===== src/hw/rtl/brb_pkg.sv =====
// ----------------------------------------------------------------------------
// brb_pkg
// Shared types and constants for the byte ring buffer with overwrite and peek.
// ----------------------------------------------------------------------------
package brb_pkg;

  localparam int unsigned DEPTH_DEF = 4096;

  localparam int unsigned CAP_W   = 12;
  localparam int unsigned BYTE_W  = 8;
  localparam int unsigned KIND_W  = 3;
  localparam int unsigned TALLY_W = 13;
  localparam int unsigned PADDR_W = 3;
  localparam int unsigned PDATA_W = 32;

  localparam logic [CAP_W-1:0]   CAP_RESET = 12'd4095;
  localparam logic [CAP_W-1:0]   CAP_MAX   = 12'd4095;
  localparam logic [TALLY_W-1:0] TALLY_MAX = 13'h1FFF;

  // register index, taken from paddr[2]
  localparam logic REG_CAPACITY = 1'b0;

  // operation codes on the kind port
  localparam logic [KIND_W-1:0] KIND_PUSH  = 3'd0;
  localparam logic [KIND_W-1:0] KIND_FPUSH = 3'd1;
  localparam logic [KIND_W-1:0] KIND_POP   = 3'd2;
  localparam logic [KIND_W-1:0] KIND_PEEK  = 3'd3;
  localparam logic [KIND_W-1:0] KIND_SKIP  = 3'd4;
  localparam logic [KIND_W-1:0] KIND_FLUSH = 3'd5;

  typedef enum logic [2:0] {
    OP_PUSH,
    OP_FPUSH,
    OP_POP,
    OP_PEEK,
    OP_SKIP,
    OP_FLUSH,
    OP_NOP
  } op_t;

  typedef struct packed {
    op_t               op;
    logic [BYTE_W-1:0] din;
    logic [CAP_W-1:0]  off;
    logic              last;
  } cmd_t;

  typedef struct packed {
    logic             flush;
    logic [CAP_W-1:0] cap;
  } cfg_t;

endpackage


===== src/hw/rtl/brb_queue.sv =====
// ----------------------------------------------------------------------------
// brb_queue
// Two-entry command queue between the decoder and the execution side.
// ----------------------------------------------------------------------------
module brb_queue (
  input  logic          clk,
  input  logic          rst,
  input  logic          push,
  input  brb_pkg::cmd_t wr_cmd,
  input  logic          pop,
  output brb_pkg::cmd_t rd_cmd,
  output logic          not_empty,
  output logic          full
);
  import brb_pkg::*;

  cmd_t       slots [2];
  logic       wr_ptr;
  logic       rd_ptr;
  logic [1:0] count;

  always_ff @(posedge clk) begin
    if (rst) begin
      wr_ptr <= 1'b0;
      rd_ptr <= 1'b0;
      count  <= 2'd0;
    end else begin
      if (push) wr_ptr <= ~wr_ptr;
      if (pop)  rd_ptr <= ~rd_ptr;
      case ({push, pop})
        2'b10:   count <= count + 2'd1;
        2'b01:   count <= count - 2'd1;
        default: count <= count;
      endcase
    end
  end

  always_ff @(posedge clk) begin
    if (push) slots[wr_ptr] <= wr_cmd;
  end

  assign rd_cmd    = slots[rd_ptr];
  assign not_empty = (count != 2'd0);
  assign full      = count[1];

endmodule


===== config.mk =====
export PLATFORM = sky130hd
export DESIGN_NAME = brb_queue
export DESIGN_NICKNAME = d
export VERILOG_FILES = /design/src/hw/rtl/brb_pkg.sv /design/src/hw/rtl/brb_queue.sv
export SDC_FILE = /design/constraint.sdc
export NUM_CORES = 1
export LEC_CHECK = 0
export ABC_CLOCK_PERIOD_IN_PS = 2200
export BUFFER_PORTS_ARGS = -buffer_cell sky130_fd_sc_hd__buf_2
export CORE_MARGIN = 2
export CORE_UTILIZATION = 50
export CTS_BUF_LIST = sky130_fd_sc_hd__clkbuf_16
export CTS_CLUSTER_SIZE = 25
export DETAILED_ROUTE_END_ITERATION = 10
export PLACE_DENSITY = 0.77
export SLEW_MARGIN = 0
export SYNTH_ARGS = -nofsm -noshare
export SYNTH_HDL_FRONTEND = slang
export SYNTH_SLANG_ARGS = --single-unit

===== constraint.sdc =====
create_clock -name clk -period 2.2 [get_ports clk]
set_input_delay 0 -clock clk [delete_from_list [all_inputs] [get_ports clk]]
set_output_delay 0 -clock clk [all_outputs]
set_load 0.01 [all_outputs]

; Word-level counts from Yosys, hierarchy flattened
; Memories as Yosys holds them, arrays and structs flattened. A register that Yosys moved wholly into a read port is not among the register bits.
; Cells that the tools add are included.
[totals]
regBits = 4
ramBits = 48
elab_cells = 17
n_memories = 1
[classes]
add_sub_neg = 2
n_eq_ne = 2
n_mux = 5
n_bitwise = 2
n_reduce_logical = 2
[memory_table]
columns = memory, words, width, rd, rd_ports_with_merged_regs, write_ports, line_no
row1 = slots, 2, 24, 1, 1, 1, brb_queue.sv:17  ; cmd_t slots [2];
[ops]
columns = op, n
row1 = 1-bit 2-to-1 mux, 4
row2 = 2-bit case mux with 2 select lines, 1
row3 = 2-bit nonzero test, 2
row4 = "2-bit by 1-bit adder with 2-bit output, second input constant", 1
row5 = "2-bit by 1-bit == test with 1-bit output, second input constant", 1
row6 = "2-bit == test, second input constant", 1
row7 = 1-bit inverter, 2
row8 = "2-bit by 1-bit subtractor with 2-bit output, second input constant", 1

; Logic depth before layout (Yosys ltp)
; Gate-level depths: netlist (run 1).
[depth]
ltp_word = 3
depth_mapped = 5

; Worst setup path after synthesis (run 1)
; Ideal clock, no wire load.
[synth_timing]
path_type = reg2reg
start = reg wr_ptr
end = mem slots[0][0] (netlist bit) (enable)
setup_ns = 0.405
arrival_time_ns = 1.355
t_required_ns = 1.795
setup_slack_ns = 0.440
path_stages_with_launch = 2
synth_period_minus_slack_ns = 1.760
cell_sequence = dfxtp_1 > nor2_1
[synth_lines]
columns = element, line_no
row1 = start: declaration, brb_queue.sv:18  ; logic wr_ptr;
row2 = start signal: assignment, brb_queue.sv:28  ; if (push) wr_ptr <= ~wr_ptr;
row3 = end: declaration, brb_queue.sv:17
; Straight into the memory's write port.

==> results.json, run 1 <==
{
  "status": "finished clean",
  "clock_tree.root_cell": "clkbuf_16",
  "clockBufferDepth": 2,
  "crit_path_max_fanout": 13,
  "start_util": 0.522,
  "min_period_ns": 1.31,
  "grt_start_max_net_pins": 17,
  "synth-main-ff-cell": "edfxtp_1",
  "fin_skew_ns": 0.00217,
  "cts_buffers": 5,
  "cap_violations": 0,
  "synth_area_per_cell_um2": 20.1,
  "synth_area_um2": 1930,
  "grt_pass1_wl_mm": 5.09,
  "clk_latency_ns": 0.28,
  "layout.core_utilization": 0.738,
  "grt-ovfl-total": 0,
  "cts_tree": "built",
  "num-fill-cells": 248,
  "dieArea_um2": 4360,
  "cts_sinks": 53,
  "gp_congestion": 0.700,
  "synthTopCellsByCount": "edfxtp_1, mux2_2, dfxtp_1, nor2_1",
  "cp_top_family": "multiplexers",
  "vias": 1092,
  "drtPass1Iterations": 4,
  "hold_path_class": "input pin to register",
  "synthTopCellsByArea": "edfxtp_1, mux2_2, dfxtp_1",
  "hold_depth": 3,
  "ys_types": 14,
  "p_leak_nw": 1.07,
  "synth_cells": 96,
  "power_density_nw_per_um2": 893,
  "worst_slew_pin_slew_ns": 0.186,
  "endpoint_kind": "output port",
  "hold_ws_ns": 0.00473,
  "async_flop_share": 0,
  "min_period_over_period": 0.596,
  "ys_seq_area_frac": 0.801,
  "setup_viol": 0,
  "syn_to_final_growth_pct": 41.5,
  "reg2reg_depth": 2,
  "cp_data_required_time_ns": 2.20,
  "row_count": 22,
  "path_buf_inv": 2,
  "finalWirelength_mm": 3.17,
  "grt_usage": 0.158,
  "die_x_um": 66.1,
  "die_h_um": 66.1,
  "dp.cells": 200,
  "ys_seq_elements": 53,
  "rsz0062_at_grt": "no",
  "via_per_inst": 4.69,
  "cp_cell_sequence": "buf_4 > mux2_2 > buf_2",
  "synth_edf_count": 48,
  "io_buffers": 53,
  "drv_slew": 0,
  "start_kind": "register",
  "cts_max_level": 2,
  "ff2ff_setup_slack_ns": 1.14,
  "cp_slowest_cell": "mux2_2",
  "critPathKind": "register to output port",
  "postLayoutCellArea_um2": 2720,
  "fin_nets": 213,
  "yosysMostFrequentCell": "edfxtp_1",
  "syn_nets": 125,
  "tns_ns": 0,
  "fin_cells": 233,
  "antenna_found_initial": 0,
  "core-area_um2": 3690,
  "post_cts_buffers": 0,
  "synth_top_area_frac": 0.749,
  "irDropWorstVdd_v": 0.000589,
  "antenna_cells": 0,
  "cts_resized": 0,
  "wl_per_cell_um": 13.6,
  "final_antenna_net_count": 0,
  "ys_warn_count": 0,
  "post_dp_cell_area_um2": 2280,
  "io_pins": 54,
  "clk_pin_slew_ns": 0.06,
  "finalHoldViolCount": 0,
  "hpwl_mm": 2.13,
  "max_freq_mhz": 763,
  "cp.depth": 3,
  "grt_pass1_vias": 1232,
  "drt_iter0_markers": 61,
  "crit_arrival_ns": 1.31,
  "synth_area_leader_cell": "edfxtp_1",
  "slowest_delay_ns": 0.36,
  "slew_headroom": 0.875,
  "drc": 0,
  "drive_above_1_share": 0.503
}
==> worst reg2reg max path, cell delays in order, from the launching register on <==
cell and delay, ns:
dfxtp_1 0.37, and2_1 0.17, buf_4 0.22
==> where the power goes <==
group	switching (mW)	internal, mW	leakage [nW]	total, mW
Sequential	0.0192	1.17	0.492	1.19
Combinational	0.133	0.157	0.479	0.291
Clock	0.303	0.648	0.0938	0.951
Total	0.456	1.98	1.07	2.43
==> sequential cells by signal, indices dropped and copies added, names as in the netlist, named ones only <==
register,count
slots,48
count,2
rd_ptr,1
wr_ptr,1
==> stage by stage <==
| stage | setup WS [ns] | power, mW |
|---|---|---|
| 6_report | 0.889 | 2.43 |
| 3_3_place_gp | 1.18 | 1.46 |
| 3_5_place_dp | 1.12 | 1.47 |
| 4_1_cts | 0.859 | 2.46 |
| 5_1_grt | 0.834 | 2.53 |
| 2_1_floorplan | 0.440 | 1.35 |
==> final cells by class <==
cell class / instances / area [um^2] / area share
Multi-Input combinational cell: 39 / 368 / 0.135
Sequential cell: 53 / 1540 / 0.566
Clock buffer: 5 / 125 / 0.0459
Clock inverter: 3 / 65.1 / 0.0239
Inverter: 1 / 3.75 / 0.00138
Tap cell: 48 / 60.1 / 0.0220
Timing Repair Buffer: 84 / 561 / 0.206
==> per-layer routing <==
| metal | share of wire | GRT usage |
|---|---|---|
| met1 | 0.40 | 0.161 |
| met2 | 0.56 | 0.318 |
| met3 | 0.027 | 0.0358 |
| met4 | 0.013 | 0.0408 |
| met5 | 0 | 0 |
==> repair_timing <==
item	in CTS	in global routing
endpoints found under the setup margin	0	0
endpoints found under the hold margin	53	0
hold buffers	25	0
==> layout by cell type, fill, tap and decap left out, drive strengths merged <==
cell         netlist  routed
buf                3      59
edfxtp            48      48
dlygate4sd3        0      25
mux2              24      24
dfxtp              5       5
clkbuf             0       5
nor2               5       5
xnor2              3       3
bufinv             0       2
or2                1       1
inv                1       1
and2               1       1
xor2               1       1
o21ai              1       1
or3                1       1
a21oi              1       1
ha                 1       1
clkinv             0       1
==> kinds of logic after synthesis <==
kind of cell	count (synthesis)	synth area share
AO/OA/AOI/OAI	2	0.00519
XOR/XNOR	4	0.0182
adder cells (fa/ha/maj)	1	0.00650
buffers and inverters	4	0.00974
flip-flops	53	0.801
multiplexers	24	0.140
AND/OR/NAND/NOR	8	0.0195
==> worst paths after layout <==
| kind | from | endpoint |
|---|---|---|
| max | register | rd_cmd[22] |
| min | push | wr_ptr$_SDFFE_PP0P_ |
| max reg2reg | wr_ptr$_SDFFE_PP0P_ | slots[1][13]$_DFFE_PP_ |
| min reg2reg | rd_ptr$_SDFFE_PP0P_ | rd_ptr$_SDFFE_PP0P_ |
Power figures use the tool's default switching activity.
==> run 2, diff against run 1 <==
Settings changed: ABC_CLOCK_PERIOD_IN_PS 2200 to 1340.
Clock period 2.2 ns to 1.34 ns, I/O delays scaled along.
==> results.json, run 2 (synthesis results as in run 1) <==
{
  "cap_violations": 0,
  "wl_per_cell_um": 13.8,
  "dieArea_um2": 4360,
  "cp_slowest_cell": "mux2_2",
  "fin_cells": 233,
  "final_common_cell": "buf_2",
  "cts_buffers": 5,
  "fin_nets": 214,
  "finalWirelength_mm": 3.21,
  "crit_arrival_ns": 1.31,
  "slew_headroom": 0.871,
  "path_buf_inv": 2,
  "gp_congestion": 0.653,
  "antenna_found_initial": 0,
  "cp_top_family": "multiplexers",
  "die_h_um": 66.1,
  "drc": 0,
  "p_leak_nw": 1.06,
  "io_buffers": 53,
  "endpoint_kind": "output port",
  "multi_input_area_um2": 374,
  "hpwl_mm": 2.07,
  "rsz0062_at_grt": "yes",
  "grt_pass1_vias": 1120,
  "clk_latency_ns": 0.28,
  "min_period_ns": 1.31,
  "largest_reg_flops": 48,
  "fin_skew_ns": 0.00330,
  "internal-power_mw": 3.05,
  "core-area_um2": 3690,
  "cp_cell_sequence": "buf_4 > mux2_2 > buf_2",
  "grt_pass1_wl_mm": 4.86,
  "cts_tree": "built",
  "finalHoldViolCount": 0,
  "status": "finished clean",
  "drv_slew": 0,
  "antenna_cells": 0,
  "cp_data_required_time_ns": 1.34,
  "crit_path_max_fanout": 12,
  "critPathKind": "register to output port",
  "start_util": 0.522,
  "drtPass1Iterations": 4,
  "clk_pin_slew_ns": 0.06,
  "max_freq_mhz": 764,
  "vias": 1104,
  "syn_to_final_growth_pct": 40.7,
  "cts_max_level": 2,
  "power.share.clock": 0.355,
  "slowest_delay_ns": 0.36,
  "die_x_um": 66.1,
  "sw_frac_of_total": 0.194,
  "power_density_nw_per_um2": 1400,
  "p_total_mw": 3.78,
  "drive_above_1_share": 0.503,
  "p_seq_frac": 0.517,
  "io_pins": 54,
  "final_antenna_net_count": 0,
  "grt_start_max_net_pins": 16,
  "grt_usage": 0.154,
  "drt_iter0_markers": 30,
  "final_cell_mix": "buf_2, edfxtp_1, dlygate4sd3_1",
  "cts_sinks": 53,
  "regMostFlops": "slots",
  "worst_slew_pin_slew_ns": 0.192,
  "switchingPower_uw": 734,
  "setup_viol": 0,
  "power_frac_comb": 0.128,
  "via_per_inst": 4.74,
  "hold_path_class": "input pin to register",
  "irDropWorstVdd_v": 0.00103,
  "reg_top3": "slots (48), count (2)",
  "num-fill-cells": 250,
  "row_count": 22,
  "start_kind": "register",
  "grt-ovfl-total": 0,
  "seqCellArea_um2": 1540,
  "min_period_over_period": 0.976,
  "dp.cells": 200,
  "clock_tree.root_cell": "clkbuf_16",
  "clockBufferDepth": 2
}
[run 2: path summary, 6_finish.rpt]
kind / start / endpoint / slack [ns] / cells past startpoint
worst max-delay path: register / rd_cmd[22] / 0.03 / 3
worst min-delay path: pop / rd_ptr$_SDFFE_PP0P_ / 0.01 / 3
worst max register to register: wr_ptr$_SDFFE_PP0P_ / slots[1][22]$_DFFE_PP_ / 0.24 / 2
worst min register to register: count[1]$_SDFFE_PP0P_ / count[1]$_SDFFE_PP0P_ / 0.52 / 2
[run 2: what timing repair did]
item	4_1_cts	5_1_grt
hold endpoints to repair	53	0
hold buffers	26	0
endpoints found under the setup margin	0	23
buffers inserted	0	0
gates resized for setup	0	0
[run 2: power groups by stage]
stage | sequential (mW) | clock [mW] | combinational, mW
floorplan | 1.98 | 0 | 0.245
global placement | 1.98 | 0 | 0.417
detailed placement | 1.99 | 0 | 0.426
CTS | 1.95 | 1.38 | 0.487
global route | 1.96 | 1.45 | 0.527
finish | 1.96 | 1.34 | 0.483
[run 2: metrics by stage]
stage / utilization / TNS [ns] / setup WS (ns) / hold WS, ns / area (um^2)
after global routing: 0.735 / -0.349 / -0.0263 / 0.0550 / 2710
final: 0.735 / 0 / 0.0316 / 0.0144 / 2710
after floorplan: - / 0 / 0.177 / 0.0691 / 1930
after global placement: 0.621 / 0 / 0.276 / 0.189 / 2290
after detailed placement: 0.621 / 0 / 0.236 / 0.193 / 2290
after CTS: 0.735 / 0 / 0.0141 / 0.00261 / 2710
[run 2: layout make-up]
| cell class | instances | share of cell area |
|---|---|---|
| flip-flops and latches | 53 | 0.569 |
| repair buffers | 85 | 0.211 |
| multi-input cells | 39 | 0.138 |
| clock buffers | 5 | 0.0462 |
| well taps | 48 | 0.0222 |
| clock inverters | 2 | 0.0129 |
| inverters | 1 | 0.00139 |
[run 2: tightest hold or removal path: stages]
cell and delay (ns):
buf_2 0.11, xnor2_1 0.07, nor2_1 0.08
[run 2: metal layers]
layer  share of wire  wire (um)  global-route usage  vias to the layer above
met3           0.047        151              0.0511                        0
met2            0.53       1710               0.280                       34
met1            0.42       1350               0.181                      531
li1                -          -                   -                      539
met5               0          0                   0                        -
met4               0          0              0.0230                        0
==> run 3, diff against run 2 <==
Settings changed: CORE_MARGIN 2 to default.
==> results.json, run 3 (synthesis results as in run 1) <==
{
  "status": "finished clean",
  "start_kind": "register",
  "multi_input_area_um2": 374,
  "irDropWorstVdd_v": 0.000968,
  "drtPass1Iterations": 4,
  "layout.core_utilization": 0.739,
  "syn_to_final_growth_pct": 41.5,
  "largest_reg_flops": 48,
  "cts_max_level": 2,
  "power_density_nw_per_um2": 1400,
  "io_buffers": 53,
  "min_period_ns": 1.29,
  "io_pins": 54,
  "cp_slowest_cell": "dfxtp_4",
  "cp_data_required_time_ns": 1.34,
  "max_freq_mhz": 773,
  "antenna_cells": 0,
  "finalHoldViolCount": 0,
  "clockBufferDepth": 2,
  "cts_buffers": 5,
  "finalWirelength_mm": 3.39,
  "dieArea_um2": 4100,
  "setup_viol": 0,
  "endpoint_kind": "output port",
  "fin_skew_ns": 0.00150,
  "pre_cts_slack_ns": 0.231,
  "clk_pin_slew_ns": 0.06,
  "core-area_um2": 3690,
  "use_met2": 0.311,
  "critPathKind": "register to output port",
  "slowest_delay_ns": 0.37,
  "crit_arrival_ns": 1.29,
  "drive_above_1_share": 0.505,
  "grt_pass1_vias": 1193,
  "regMostFlops": "slots",
  "final_antenna_net_count": 0,
  "cp_top_family": "flip-flops",
  "reg_top3": "slots (48), count (2)",
  "hpwl_mm": 2.12,
  "cap_violations": 0,
  "row_count": 22,
  "cts_tree": "built",
  "grt_pass1_wl_mm": 5.24,
  "drc": 0,
  "final_cell_mix": "buf_2, edfxtp_1, dlygate4sd3_1",
  "layout_setup_ws_ns": 0.0466,
  "clock_tree.root_cell": "clkbuf_16",
  "top_usage_layer": "met2",
  "num-fill-cells": 235,
  "met3_usage": 0.0518,
  "vias": 1109,
  "rsz0062_at_grt": "no",
  "cp_cell_sequence": "buf_4 > mux2_2 > buf_2",
  "drt_iter0_markers": 79,
  "die_h_um": 64.1,
  "via_per_inst": 4.74,
  "cts_sinks": 53,
  "hold_path_class": "input pin to register",
  "grt_usage": 0.179,
  "drv_slew": 0,
  "p_leak_nw": 1.06,
  "worst_slew_pin_slew_ns": 0.199,
  "grt_start_max_net_pins": 16,
  "slew_headroom": 0.867,
  "met1_usage": 0.201,
  "min_period_over_period": 0.965,
  "fin_nets": 214,
  "seqCellArea_um2": 1550,
  "die_x_um": 64.1,
  "start_util": 0.522,
  "path_buf_inv": 2,
  "final_common_cell": "buf_2",
  "antenna_found_initial": 0,
  "gp_congestion": 0.665,
  "clk_latency_ns": 0.28,
  "grt-ovfl-total": 0,
  "crit_path_max_fanout": 6,
  "wl_per_cell_um": 14.5
}
## run 3: cell count changes in the layout (fill, tap and decap cells not counted)
cell	before	now
buf_6	0	1
buf_8	0	1
buf_4	6	5
inv_1	1	2
dfxtp_1	5	4
dfxtp_4	0	1
dlygate4sd3_1	26	25
clkinv_1	0	1
clkinv_2	1	0
## run 3: final cells by class
| class | instances | area share |
|---|---|---|
| multi-input combinational | 39 | 0.137 |
| sequential | 53 | 0.567 |
| timing repair buffer | 85 | 0.213 |
| clock inverter | 3 | 0.0138 |
| inverter | 1 | 0.00138 |
| tap | 48 | 0.0220 |
| clock buffer | 5 | 0.0459 |
## run 3: through the flow
step           std cells  hold slack [ns]  TNS [ns]  total power, mW  cell area, um^2
3_3_place_gp         200            0.190         0             2.40             2290
6_report             234           0.0150         0             3.82             2730
2_1_floorplan         96           0.0691         0             2.23             1930
3_5_place_dp         200            0.191         0             2.42             2290
5_1_grt              234           0.0280         0             3.95             2730
4_1_cts              233           0.0152   -0.0428             3.83             2700
## run 3: path summary, 6_finish.rpt
check | cells past startpoint | from | slack (ns) | endpoint
setup / recovery | 3 | register | 0.05 | rd_cmd[23]
hold / removal | 3 | pop | 0.01 | rd_ptr$_SDFFE_PP0P_
setup reg to reg | 2 | wr_ptr$_SDFFE_PP0P_ | 0.23 | slots[1][16]$_DFFE_PP_
hold reg to reg | 2 | count[1]$_SDFFE_PP0P_ | 0.51 | count[1]$_SDFFE_PP0P_
## run 3: power by group
| part | total [mW] | internal, mW | switching (mW) | leakage (nW) |
|---|---|---|---|---|
| logic | 0.497 | 0.270 | 0.227 | 0.489 |
| clock network | 1.36 | 0.867 | 0.496 | 0.0826 |
| registers | 1.96 | 1.92 | 0.0373 | 0.493 |
## run 3: routing by layer
layer,wire length [um],up-vias
met5,0,-
met4,43,0
met3,164,4
met2,1780,38
met1,1410,525
li1,-,542
## run 3: what timing repair did
item,CTS,global route
setup endpoints to repair,6,24
resized for setup,0,7
hold buffers,25,0
cloned,0,1
endpoints found under the hold margin,53,0
setup buffers,0,0
## run 3: worst reg2reg max path, delay by kind of cell, from the launching register on
family	cells	cell delay (ns)
DFF	1	0.42
buffers and inverters	1	0.21
and+or+nand+nor	1	0.19
